<file path="src/hdl/rcs_pkg.sv">
// Shared types and constants for the RC servo pulse shaper.
package rcs_pkg;

  localparam int POSITION_FRAC_BITS = 14;
  localparam int PULSE_W            = 16;
  localparam int POS_W              = 16;
  localparam int CHAN_W             = 4;
  localparam int PROD_W             = PULSE_W + POS_W;
  localparam int CFG_IDX_W          = 3;
  localparam int CFG_DATA_W         = 16;
  localparam int IN_TDATA_W         = PULSE_W + POS_W;
  localparam int OUT_TDATA_W        = ((PULSE_W + CHAN_W + 7) / 8) * 8;

  localparam logic signed [POS_W-1:0]  POS_ONE  = POS_W'(1 << POSITION_FRAC_BITS);
  localparam logic signed [PROD_W-1:0] POS_BIAS = PROD_W'((1 << POSITION_FRAC_BITS) - 1);

  localparam logic [PULSE_W-1:0] RST_PULSE_MIN     = 16'd1000;
  localparam logic [PULSE_W-1:0] RST_PULSE_MAX     = 16'd2000;
  localparam logic [PULSE_W-1:0] RST_PULSE_NEUTRAL = 16'd1500;

  typedef enum logic [CFG_IDX_W-1:0] {
    REG_PULSE_MIN      = 3'd0,
    REG_PULSE_MAX      = 3'd1,
    REG_PULSE_NEUTRAL  = 3'd2,
    REG_DEAD_BAND      = 3'd3,
    REG_SMOOTH_ENABLE  = 3'd4,
    REG_REVERSE_ENABLE = 3'd5,
    REG_CHANNEL_NUMBER = 3'd6
  } cfg_idx_t;

  typedef struct packed {
    logic [PULSE_W-1:0] pulse_min;
    logic [PULSE_W-1:0] pulse_max;
    logic [PULSE_W-1:0] pulse_neutral;
    logic [PULSE_W-1:0] dead_band;
    logic               smooth_enable;
    logic               reverse_enable;
    logic [CHAN_W-1:0]  channel_number;
  } rcs_cfg_t;

endpackage

</file>
<file path="src/hdl/rcs_cfg.sv">
// Configuration register file for the RC servo pulse shaper.
module rcs_cfg (
  input  logic                           clk,
  input  logic                           rst_n,
  input  logic                           cfg_valid,
  output logic                           cfg_ready,
  input  logic [rcs_pkg::CFG_IDX_W-1:0]  cfg_index,
  input  logic [rcs_pkg::CFG_DATA_W-1:0] cfg_data,
  output rcs_pkg::rcs_cfg_t              cfg
);

  rcs_pkg::rcs_cfg_t cfg_r;
  rcs_pkg::rcs_cfg_t cfg_nxt;

  assign cfg_ready = 1'b1;
  assign cfg       = cfg_r;

  always_comb begin
    cfg_nxt = cfg_r;
    if (cfg_valid) begin
      case (cfg_index)
        rcs_pkg::REG_PULSE_MIN:      cfg_nxt.pulse_min      = cfg_data[rcs_pkg::PULSE_W-1:0];
        rcs_pkg::REG_PULSE_MAX:      cfg_nxt.pulse_max      = cfg_data[rcs_pkg::PULSE_W-1:0];
        rcs_pkg::REG_PULSE_NEUTRAL:  cfg_nxt.pulse_neutral  = cfg_data[rcs_pkg::PULSE_W-1:0];
        rcs_pkg::REG_DEAD_BAND:      cfg_nxt.dead_band      = cfg_data[rcs_pkg::PULSE_W-1:0];
        rcs_pkg::REG_SMOOTH_ENABLE:  cfg_nxt.smooth_enable  = cfg_data[0];
        rcs_pkg::REG_REVERSE_ENABLE: cfg_nxt.reverse_enable = cfg_data[0];
        rcs_pkg::REG_CHANNEL_NUMBER: cfg_nxt.channel_number = cfg_data[rcs_pkg::CHAN_W-1:0];
        default: ;
      endcase
    end
  end

  always_ff @(posedge clk) begin
    if (!rst_n) begin
      cfg_r.pulse_min      <= rcs_pkg::RST_PULSE_MIN;
      cfg_r.pulse_max      <= rcs_pkg::RST_PULSE_MAX;
      cfg_r.pulse_neutral  <= rcs_pkg::RST_PULSE_NEUTRAL;
      cfg_r.dead_band      <= '0;
      cfg_r.smooth_enable  <= 1'b0;
      cfg_r.reverse_enable <= 1'b0;
      cfg_r.channel_number <= '0;
    end else begin
      cfg_r <= cfg_nxt;
    end
  end

endmodule

</file>
<file path="src/hdl/rcs_scale.sv">
// Input register and position-to-pulse scaling stage; pulse commands pass through unscaled.
module rcs_scale (
  input  logic                           clk,
  input  logic                           rst_n,
  input  rcs_pkg::rcs_cfg_t              cfg,
  input  logic                           in_tvalid,
  output logic                           in_tready,
  input  logic [rcs_pkg::IN_TDATA_W-1:0] in_tdata,
  input  logic [0:0]                     in_tuser,
  output logic                           mid_valid,
  input  logic                           mid_ready,
  output logic [rcs_pkg::PULSE_W-1:0]    mid_pulse
);

  logic                                in_valid_r;
  logic                                cmd_r;
  logic        [rcs_pkg::PULSE_W-1:0]  pulse_r;
  logic signed [rcs_pkg::POS_W-1:0]    pos_r;
  logic                                mid_valid_r;
  logic        [rcs_pkg::PULSE_W-1:0]  mid_pulse_r;

  logic                                mid_free;
  logic signed [rcs_pkg::POS_W-1:0]    pos_clamp;
  logic signed [rcs_pkg::POS_W-1:0]    span;
  logic signed [rcs_pkg::PROD_W-1:0]   prod;
  logic signed [rcs_pkg::PROD_W-1:0]   prod_adj;
  logic signed [rcs_pkg::PROD_W-1:0]   offset;
  logic        [rcs_pkg::PULSE_W-1:0]  scaled;
  logic        [rcs_pkg::PULSE_W-1:0]  mid_pulse_nxt;

  assign mid_free  = !mid_valid_r || mid_ready;
  assign in_tready = !in_valid_r || mid_free;
  assign mid_valid = mid_valid_r;
  assign mid_pulse = mid_pulse_r;

  always_comb begin
    if (pos_r > rcs_pkg::POS_ONE) begin
      pos_clamp = rcs_pkg::POS_ONE;
    end else if (pos_r < -rcs_pkg::POS_ONE) begin
      pos_clamp = -rcs_pkg::POS_ONE;
    end else begin
      pos_clamp = pos_r;
    end
    span = pos_clamp[rcs_pkg::POS_W-1] ? $signed(cfg.pulse_neutral - cfg.pulse_min)
                                       : $signed(cfg.pulse_max - cfg.pulse_neutral);
    prod     = pos_clamp * span;
    // truncate toward zero
    prod_adj = prod + (prod[rcs_pkg::PROD_W-1] ? rcs_pkg::POS_BIAS : '0);
    offset   = prod_adj >>> rcs_pkg::POSITION_FRAC_BITS;
    scaled   = cfg.pulse_neutral + offset[rcs_pkg::PULSE_W-1:0];
    mid_pulse_nxt = cmd_r ? scaled : pulse_r;
  end

  always_ff @(posedge clk) begin
    if (!rst_n) begin
      in_valid_r  <= 1'b0;
      mid_valid_r <= 1'b0;
    end else begin
      if (in_tready) in_valid_r <= in_tvalid;
      if (mid_free) mid_valid_r <= in_valid_r;
    end
  end

  always_ff @(posedge clk) begin
    if (in_tvalid && in_tready) begin
      cmd_r   <= in_tuser[0];
      pulse_r <= in_tdata[rcs_pkg::PULSE_W-1:0];
      pos_r   <= $signed(in_tdata[rcs_pkg::IN_TDATA_W-1:rcs_pkg::PULSE_W]);
    end
    if (mid_free && in_valid_r) mid_pulse_r <= mid_pulse_nxt;
  end

endmodule

</file>
<file path="src/hdl/rcs_shape.sv">
// Pulse shaping stage: reverse, smoothing, dead band, clamp and output register.
module rcs_shape (
  input  logic                            clk,
  input  logic                            rst_n,
  input  rcs_pkg::rcs_cfg_t               cfg,
  input  logic                            mid_valid,
  output logic                            mid_ready,
  input  logic [rcs_pkg::PULSE_W-1:0]     mid_pulse,
  output logic                            out_tvalid,
  input  logic                            out_tready,
  output logic [rcs_pkg::OUT_TDATA_W-1:0] out_tdata
);

  logic                          out_valid_r;
  logic [rcs_pkg::PULSE_W-1:0]   out_pulse_r;
  logic [rcs_pkg::CHAN_W-1:0]    out_chan_r;
  logic [rcs_pkg::PULSE_W-1:0]   last_pulse_r;

  logic [rcs_pkg::PULSE_W-1:0]   p_rev;
  logic [rcs_pkg::PULSE_W:0]     p_sum;
  logic [rcs_pkg::PULSE_W-1:0]   p_avg;
  logic [rcs_pkg::PULSE_W-1:0]   diff;
  logic [rcs_pkg::PULSE_W-1:0]   p_db;
  logic [rcs_pkg::PULSE_W-1:0]   p_hi;
  logic [rcs_pkg::PULSE_W-1:0]   shaped_nxt;
  logic                          take;

  assign mid_ready  = !out_valid_r || out_tready;
  assign take       = mid_valid && mid_ready;
  assign out_tvalid = out_valid_r;
  assign out_tdata  = {{(rcs_pkg::OUT_TDATA_W - rcs_pkg::PULSE_W - rcs_pkg::CHAN_W){1'b0}},
                       out_chan_r, out_pulse_r};

  always_comb begin
    p_rev = cfg.reverse_enable ? {cfg.pulse_neutral[rcs_pkg::PULSE_W-2:0], 1'b0} - mid_pulse
                               : mid_pulse;
    p_sum = {1'b0, p_rev} + {1'b0, last_pulse_r};
    p_avg = (cfg.smooth_enable && (last_pulse_r != '0)) ? p_sum[rcs_pkg::PULSE_W:1] : p_rev;
    diff  = (p_avg > cfg.pulse_neutral) ? p_avg - cfg.pulse_neutral
                                        : cfg.pulse_neutral - p_avg;
    p_db  = (diff < cfg.dead_band) ? cfg.pulse_neutral : p_avg;
    p_hi  = (p_db > cfg.pulse_max) ? cfg.pulse_max : p_db;
    shaped_nxt = (p_hi < cfg.pulse_min) ? cfg.pulse_min : p_hi;
  end

  always_ff @(posedge clk) begin
    if (!rst_n) begin
      out_valid_r  <= 1'b0;
      last_pulse_r <= '0;
    end else begin
      if (mid_ready) out_valid_r <= mid_valid;
      if (take) last_pulse_r <= shaped_nxt;
    end
  end

  always_ff @(posedge clk) begin
    if (take) begin
      out_pulse_r <= shaped_nxt;
      out_chan_r  <= cfg.channel_number;
    end
  end

endmodule

</file>
<file path="src/hdl/rc_servo_pwm_shaper.sv">
// RC servo pulse shaper top level: takes pulses or positions, emits shaped pulses.
// Accepts one item per clock while the output is not stalled and returns one result
// per item, in order, through an input register, a scaling stage holding the single
// 16x16 multiplier, and the shaping stage whose smoothing feeds back the previous
// output through one register and that registers the result. Backpressure on
// out_tready holds up to three items in flight before in_tready drops. cfg_ready is
// always high; write registers only while the block is idle.
module rc_servo_pwm_shaper (
  input  logic                            clk,
  input  logic                            rst_n,
  input  logic                            in_tvalid,
  output logic                            in_tready,
  input  logic [rcs_pkg::IN_TDATA_W-1:0]  in_tdata,   // pulse_in[15:0], position_in[31:16]
  input  logic [0:0]                      in_tuser,   // command[0]
  output logic                            out_tvalid,
  input  logic                            out_tready,
  output logic [rcs_pkg::OUT_TDATA_W-1:0] out_tdata,  // pulse_out[15:0], channel_out[19:16]
  input  logic                            cfg_valid,
  output logic                            cfg_ready,
  input  logic [rcs_pkg::CFG_IDX_W-1:0]   cfg_index,
  input  logic [rcs_pkg::CFG_DATA_W-1:0]  cfg_data
);

  rcs_pkg::rcs_cfg_t            cfg;
  logic                         mid_valid;
  logic                         mid_ready;
  logic [rcs_pkg::PULSE_W-1:0]  mid_pulse;

  rcs_cfg u_cfg (
    .clk       (clk),
    .rst_n     (rst_n),
    .cfg_valid (cfg_valid),
    .cfg_ready (cfg_ready),
    .cfg_index (cfg_index),
    .cfg_data  (cfg_data),
    .cfg       (cfg)
  );

  rcs_scale u_scale (
    .clk       (clk),
    .rst_n     (rst_n),
    .cfg       (cfg),
    .in_tvalid (in_tvalid),
    .in_tready (in_tready),
    .in_tdata  (in_tdata),
    .in_tuser  (in_tuser),
    .mid_valid (mid_valid),
    .mid_ready (mid_ready),
    .mid_pulse (mid_pulse)
  );

  rcs_shape u_shape (
    .clk        (clk),
    .rst_n      (rst_n),
    .cfg        (cfg),
    .mid_valid  (mid_valid),
    .mid_ready  (mid_ready),
    .mid_pulse  (mid_pulse),
    .out_tvalid (out_tvalid),
    .out_tready (out_tready),
    .out_tdata  (out_tdata)
  );

endmodule

</file>
<file path="config.mk">
export PLATFORM = sky130hd
export DESIGN_NAME = rc_servo_pwm_shaper
export DESIGN_NICKNAME = d
export VERILOG_FILES = /design/src/hdl/rcs_pkg.sv /design/src/hdl/rcs_cfg.sv /design/src/hdl/rcs_scale.sv /design/src/hdl/rcs_shape.sv /design/src/hdl/rc_servo_pwm_shaper.sv
export SDC_FILE = /design/constraint.sdc
export NUM_CORES = 1
export LEC_CHECK = 0
export ABC_CLOCK_PERIOD_IN_PS = 14400
export BUFFER_PORTS_ARGS = -buffer_cell sky130_fd_sc_hd__buf_4
export CAP_MARGIN = 20
export CELL_PAD_IN_SITES_DETAIL_PLACEMENT = 0
export CELL_PAD_IN_SITES_GLOBAL_PLACEMENT = 2
export CORE_MARGIN = 5
export CORE_UTILIZATION = 41
export DETAILED_ROUTE_END_ITERATION = 7
export GPL_ROUTABILITY_DRIVEN = 0
export HOLD_SLACK_MARGIN = 0.03
export PLACE_DENSITY = 0.8
export SLEW_MARGIN = 20
export SYNTH_ARGS = -nofsm -noshare
export SYNTH_HDL_FRONTEND = slang
export SYNTH_SLANG_ARGS = --single-unit
</file>
<file path="constraint.sdc">
create_clock -name clk -period 14.4 [get_ports clk]
set_input_delay 2.16 -clock clk [delete_from_list [all_inputs] [get_ports clk]]
set_output_delay 2.16 -clock clk [all_outputs]
set_load 0.05 [all_outputs]
</file>
* After elaboration in Yosys (flattened, before gate mapping) *
Cells that the tools add are included.

storage, ports and cells
  logic and storage cells = 68
  input bits = 57
  output and inout bits = 27
  flip-flop bits (word level) = 158

operators by class
  equality and inequality tests = 6
  multiply operators = 1
  order comparisons = 6
  muxes and demuxes = 11
  add/subtract/negate cells = 8
  reductions and logical operators = 19

operators by type and width
  kind                                                          number
  two-way mux 16 bit                                            10
  subtractor 16 bit                                             5
  > comparator 16 bit                                           2
  less-than comparator 16 bit                                   2
  multiplier 16 x 16 -> 32 bit                                  1
  adder 30 bit                                                  1
  adder 16 x 16 -> 17 bit                                       1
  adder 16 bit                                                  1
  > comparator 16 bit, second input constant                    1
  less-than comparator 16 x 15 -> 1 bit, second input constant  1
  nonzero test 16 bit                                           1
  two-way mux 14 bit                                            1
  AND reduction 2 bit                                           7
  equality test 3 bit, second input constant                    3
  equality test 3 x 2 -> 1 bit, second input constant           2
  logical AND 1 bit                                             4
  equality test 3 x 1 -> 1 bit, second input constant           1
  logical NOT 1 bit                                             3
  logical NOT 3 bit                                             1
  logical OR 1 bit                                              3

* Depth between registers and ports, before layout *
  depth in word-level cells = 12
  depth in mapped cells = 66
  gate-level depth less buffers = 60

* Cells and area by module *
A second synthesis with hierarchy kept.

unflattened totals
  cells, all modules = 2,844
  area total of the unflattened synthesis = 24,184.4 um^2

by module, submodules not included
  module     area each (um^2)  seq. area each (um^2)  cells an instance  instances
  rcs_scale  14,410.1          1,511.4                1,626              1
  rcs_shape  7,048.0           940.9                  952                1
  rcs_cfg    2,726.4           1,401.3                266                1

* Worst setup path before layout *
No wires, ideal clock.

  path kind = reg-to-reg
  start = register u_cfg.cfg_r, in the netlist u_cfg.cfg[23]
  end = register u_scale.mid_pulse_r, in the netlist u_scale.mid_pulse[15], data pin
  clock period less this slack = 12.796 ns
  stages on the path, launching flop included = 55
  data required time = 14.145 ns
  setup slack = 1.604 ns
  data arrival time = 12.540 ns
  setup time = 0.255 ns
  path buffers = 2
  path through = dfxtp_1 -> inv_1 -> ha_1 -> nor2b_1 -> o21ai_0 -> nand2b_1 -> a2111oi_0 -> o31ai_1 -> o31ai_2 -> o2111ai_1 -> a21oi_1 -> xnor2_1 -> mux2i_2 -> buf_4 -> nand2_1 -> fa_1 -> fa_1 -> inv_1 -> (+19 left out) -> or2_2 -> clkbuf_1 -> and3_1 -> a31oi_1 -> a21oi_1 -> ha_1 -> and3_1 -> a2111oi_2 -> o21a_1 -> o21bai_1 -> a21o_1 -> and2_1 -> o21a_1 -> o41a_1 -> a31oi_1 -> xnor2_1 -> nand3_1 -> a31o_1

between the ends
  word-level cells in the longest chain between the ends = 7
  elaborated cells between the ends (all ways) = 8
  those cells by class = add/sub: 4; mul: 1; mux: 3

ends and longest elaborated chain
  element                               line                              RTL
  start, declared                       rcs_cfg.sv:12                     rcs_pkg::rcs_cfg_t cfg_r;
  start signal, assigned                rcs_cfg.sv:44                     cfg_r <= cfg_nxt;
  subtractor 16 bit (on tied branches)  rcs_scale.sv:45, rcs_scale.sv:44
  two-way mux 16 bit                    rcs_scale.sv:44                   span = pos_clamp[rcs_pkg::POS_W-1] ? $signed(cfg.pulse_neutral - cfg.pulse_min)
  multiplier 16 x 16 -> 32 bit          rcs_scale.sv:46                   prod = pos_clamp * span;
  two-way mux 14 bit                    rcs_scale.sv:48                   prod_adj = prod + (prod[rcs_pkg::PROD_W-1] ? rcs_pkg::POS_BIAS : '0);
  adder 30 bit                          rcs_scale.sv:48
  adder 16 bit (*)                      rcs_scale.sv:50                   scaled = cfg.pulse_neutral + offset[rcs_pkg::PULSE_W-1:0];
  two-way mux 16 bit (*)                rcs_scale.sv:51                   mid_pulse_nxt = cmd_r ? scaled : pulse_r;
  via u_scale.mid_pulse_nxt (one bit)   rcs_scale.sv:29                   logic [rcs_pkg::PULSE_W-1:0] mid_pulse_nxt;
  end signal, assigned                  rcs_scale.sv:70                   if (mid_free && in_valid_r) mid_pulse_r <= mid_pulse_nxt;
  end, declared                         rcs_scale.sv:20                   logic [rcs_pkg::PULSE_W-1:0] mid_pulse_r;

The timed path passes the listed nets; every way through them passes the cells marked *.
A chain may end at the register's enable or synchronous reset.

* Final worst setup path *
  start = register u_cfg.cfg_r, in the netlist u_cfg.cfg[22]
  end = register u_scale.mid_pulse_r, in the netlist u_scale.mid_pulse[15], data pin

The elaborated chain is that of the path after synthesis.

==> impl_metrics.ini <==
[die]
io_pins = 84
die_h_um = 245.9
num_rows = 86
coreArea_mm2 = 0.05509
dieWidth_um = 245.9
initial_core_util = 0.4140
die-area_mm2 = 0.06045

[sta]
worst_slew_pin_slew_ps = 1007
rsz0062_at_grt = no
min_period_ps = 13710
slew_headroom = 0.3285
hold_viol_final = 0
fmax_mhz = 72.95
tns_ps = 0
fin_skew_ps = 12.07
slew_viol_final = 0
fin_crit_sh = 0.9520
final-setup-viol-count = 0

[final_layout]
drive_gt1_frac = 0.09213
fillerInstances = 5490
area_delta_synth_final_pct = 9.144
nets = 3234
regArea_mm2 = 0.003854
multi_input_area_mm2 = 0.01704
final_area_mm2 = 0.02490
num_antenna_cells = 0

[drt]
drt_pass1_iterations = 5
via_count = 18000
wl_per_cell_um = 20.93
ant_nets = 0
drc_errors = 0
dr.first_iter.drc_count = 934
drt-total-wl_mm = 71.76
vias_per_cell = 5.250

[logic_synthesis]
synth_top_area_share = 0.2361
netlist_instances = 2623
ys.flop_type = dfxtp_1
yosys.area.top_type = fa_1
yosys_warnings = 0
yosysUniqueCellTypes = 85
synthTopCellsByArea = fa_1 (24%), ha_1 (13%), edfxtp_1 (9.1%)
async_reset_ff_frac = 0
syn-cell-area_mm2 = 0.02281
ys_seq_area_frac = 0.1689
syn_avg_cell_area_um2 = 8.696
ys_ff_latch = 158
synth-edff-count = 69

[clock_network]
cts_max_path_buffers = 2
cts_sinks = 158
htreeDepth = 4
post_cts_buffers = 0
clk_latency_ps = 470
numCtsBuffers = 17
cts_tree = yes
cts_root_buf = clkbuf_16
clk_pin_slew_worst_paths_ps = 70

[place]
postPlaceCellArea_mm2 = 0.02429
dp_hpwl_mm = 60.08
portBuffers = 78

[worst_setup_path]
required_ps = 14630
crit_arrival_ps = 13930
crit_type = register to register
cp-start-kind = register
cp-end-kind = register
cp_max_fo = 14
crit_slowest_cell = fa_1
slowest_delay_ps = 570
critPathMostFrequentCell = fa_1
critPathTopFamily = compound AO/OA/AOI/OAI gates
path_buf_inv = 6

[run_status]
status = complete, no violations

[global_route]
antenna_found_initial = 0
first_global_vias = 18520
grt_max_degree = 102
grt_first_pass_wirelength_mm = 110.1
gr-total-overflow = 0
grt_use_total = 0.2401

[run]
drv_cap = 0

[hold_path]
hold_class = register to register
## cell type report
class                      instances  area share
multi-input combinational       1948      0.6844
sequential                       158      0.1548
inverter                         422     0.06362
tap                              748     0.03759
timing repair buffer             121     0.03649
clock buffer                      18     0.01724
clock inverter                    14    0.005880
## worst paths after layout
path         cells past startpoint  slack (ps)     startpoint                    end
min                              0         440   u_cfg.cfg[0]  u_shape.out_chan_r[0]
min reg2reg                      0         440   u_cfg.cfg[0]  u_shape.out_chan_r[0]
max                             56         690  u_cfg.cfg[22]  u_scale.mid_pulse[15]
max reg2reg                     56         690  u_cfg.cfg[22]  u_scale.mid_pulse[15]
## cell families after synthesis
| kind of cell | count (synthesis) | share of synthesized area |
|---|---|---|
| multiplexers | 79 | 0.03768 |
| AND/OR/NAND/NOR | 727 | 0.1416 |
| AO/OA/AOI/OAI | 499 | 0.1473 |
| other | 2 | 0.0003292 |
| adder cells (fa/ha/maj) | 509 | 0.3677 |
| buffers and inverters | 520 | 0.08694 |
| XOR/XNOR | 129 | 0.04953 |
| flip-flops | 158 | 0.1689 |
## synthesized netlist by cell type (26+ instances only)
| library cell | number |
|---|---|
| a21boi_0 | 53 |
| a21o_1 | 78 |
| a21oi_1 | 114 |
| clkbuf_1 | 79 |
| dfxtp_1 | 89 |
| edfxtp_1 | 69 |
| fa_1 | 269 |
| ha_1 | 240 |
| inv_1 | 420 |
| mux2_2 | 52 |
| mux2i_1 | 26 |
| nand2_1 | 384 |
| nand2b_1 | 27 |
| nand3_1 | 40 |
| nor2_1 | 131 |
| nor2b_1 | 27 |
| o21ai_0 | 89 |
| xnor2_1 | 76 |
| xor2_1 | 53 |
## state kept, by name, summed over array words and instances (netlist names)
name	count
u_scale.pos_r	16
u_scale.in_valid_r	1
u_shape.last_pulse_r	16
u_scale.pulse_r	16
u_shape.out_tvalid	1
u_shape.out_pulse_r	16
u_shape.out_chan_r	4
u_scale.mid_pulse	16
u_cfg.cfg	70
u_scale.mid_valid	1
u_scale.cmd_r	1
## per-layer routing
metal / track usage / share of wire
met4: 0.1001 / 0.046
met1: 0.3031 / 0.43
met5: 0 / 0
met2: 0.4183 / 0.50
met3: 0.02761 / 0.027
## placed cells by master, fill, tap and decap left out, types with 13 or more instances in the layout
cell type,n
dfxtp_1,89
a21boi_0,52
a21o_1,78
a31oi_1,20
clkbuf_16,17
o21bai_1,15
nand2_1,384
ha_1,240
nand4_1,13
nor2b_1,27
mux2i_1,26
and3_1,24
xor2_1,53
o21ai_0,88
and2_1,23
nor3_1,18
nand3_1,40
a21oi_1,113
o21a_1,21
nor2_1,130
fa_1,269
nand2b_1,27
mux2_2,52
xnor2_1,76
edfxtp_1,69
o211ai_1,25
buf_4,121
inv_1,421
## what timing repair did
action,in CTS,in global routing
hold buffers,0,0
resized for setup,0,5
endpoints found under the setup margin,0,2
## per-stage QoR
| stage | cells | setup slack, ps | hold slack (ps) | util |
|---|---|---|---|---|
| 6_report | 3429 | 691.7 | 438.1 | 0.4519 |
| 4_1_cts | 3429 | 535.9 | 440.6 | 0.4514 |
| 3_5_place_dp | 3397 | 567.8 | 424.7 | 0.4410 |
| 3_3_place_gp | 3397 | 752.0 | 416.3 | 0.4410 |
| 2_1_floorplan | 2626 | 1604 | 408.0 | - |
| 5_1_grt | 3429 | 36.06 | 447.0 | 0.4519 |
Power is not shown: default switching activity piles up to over one toggle a cycle in this logic, so the estimate is an artifact.
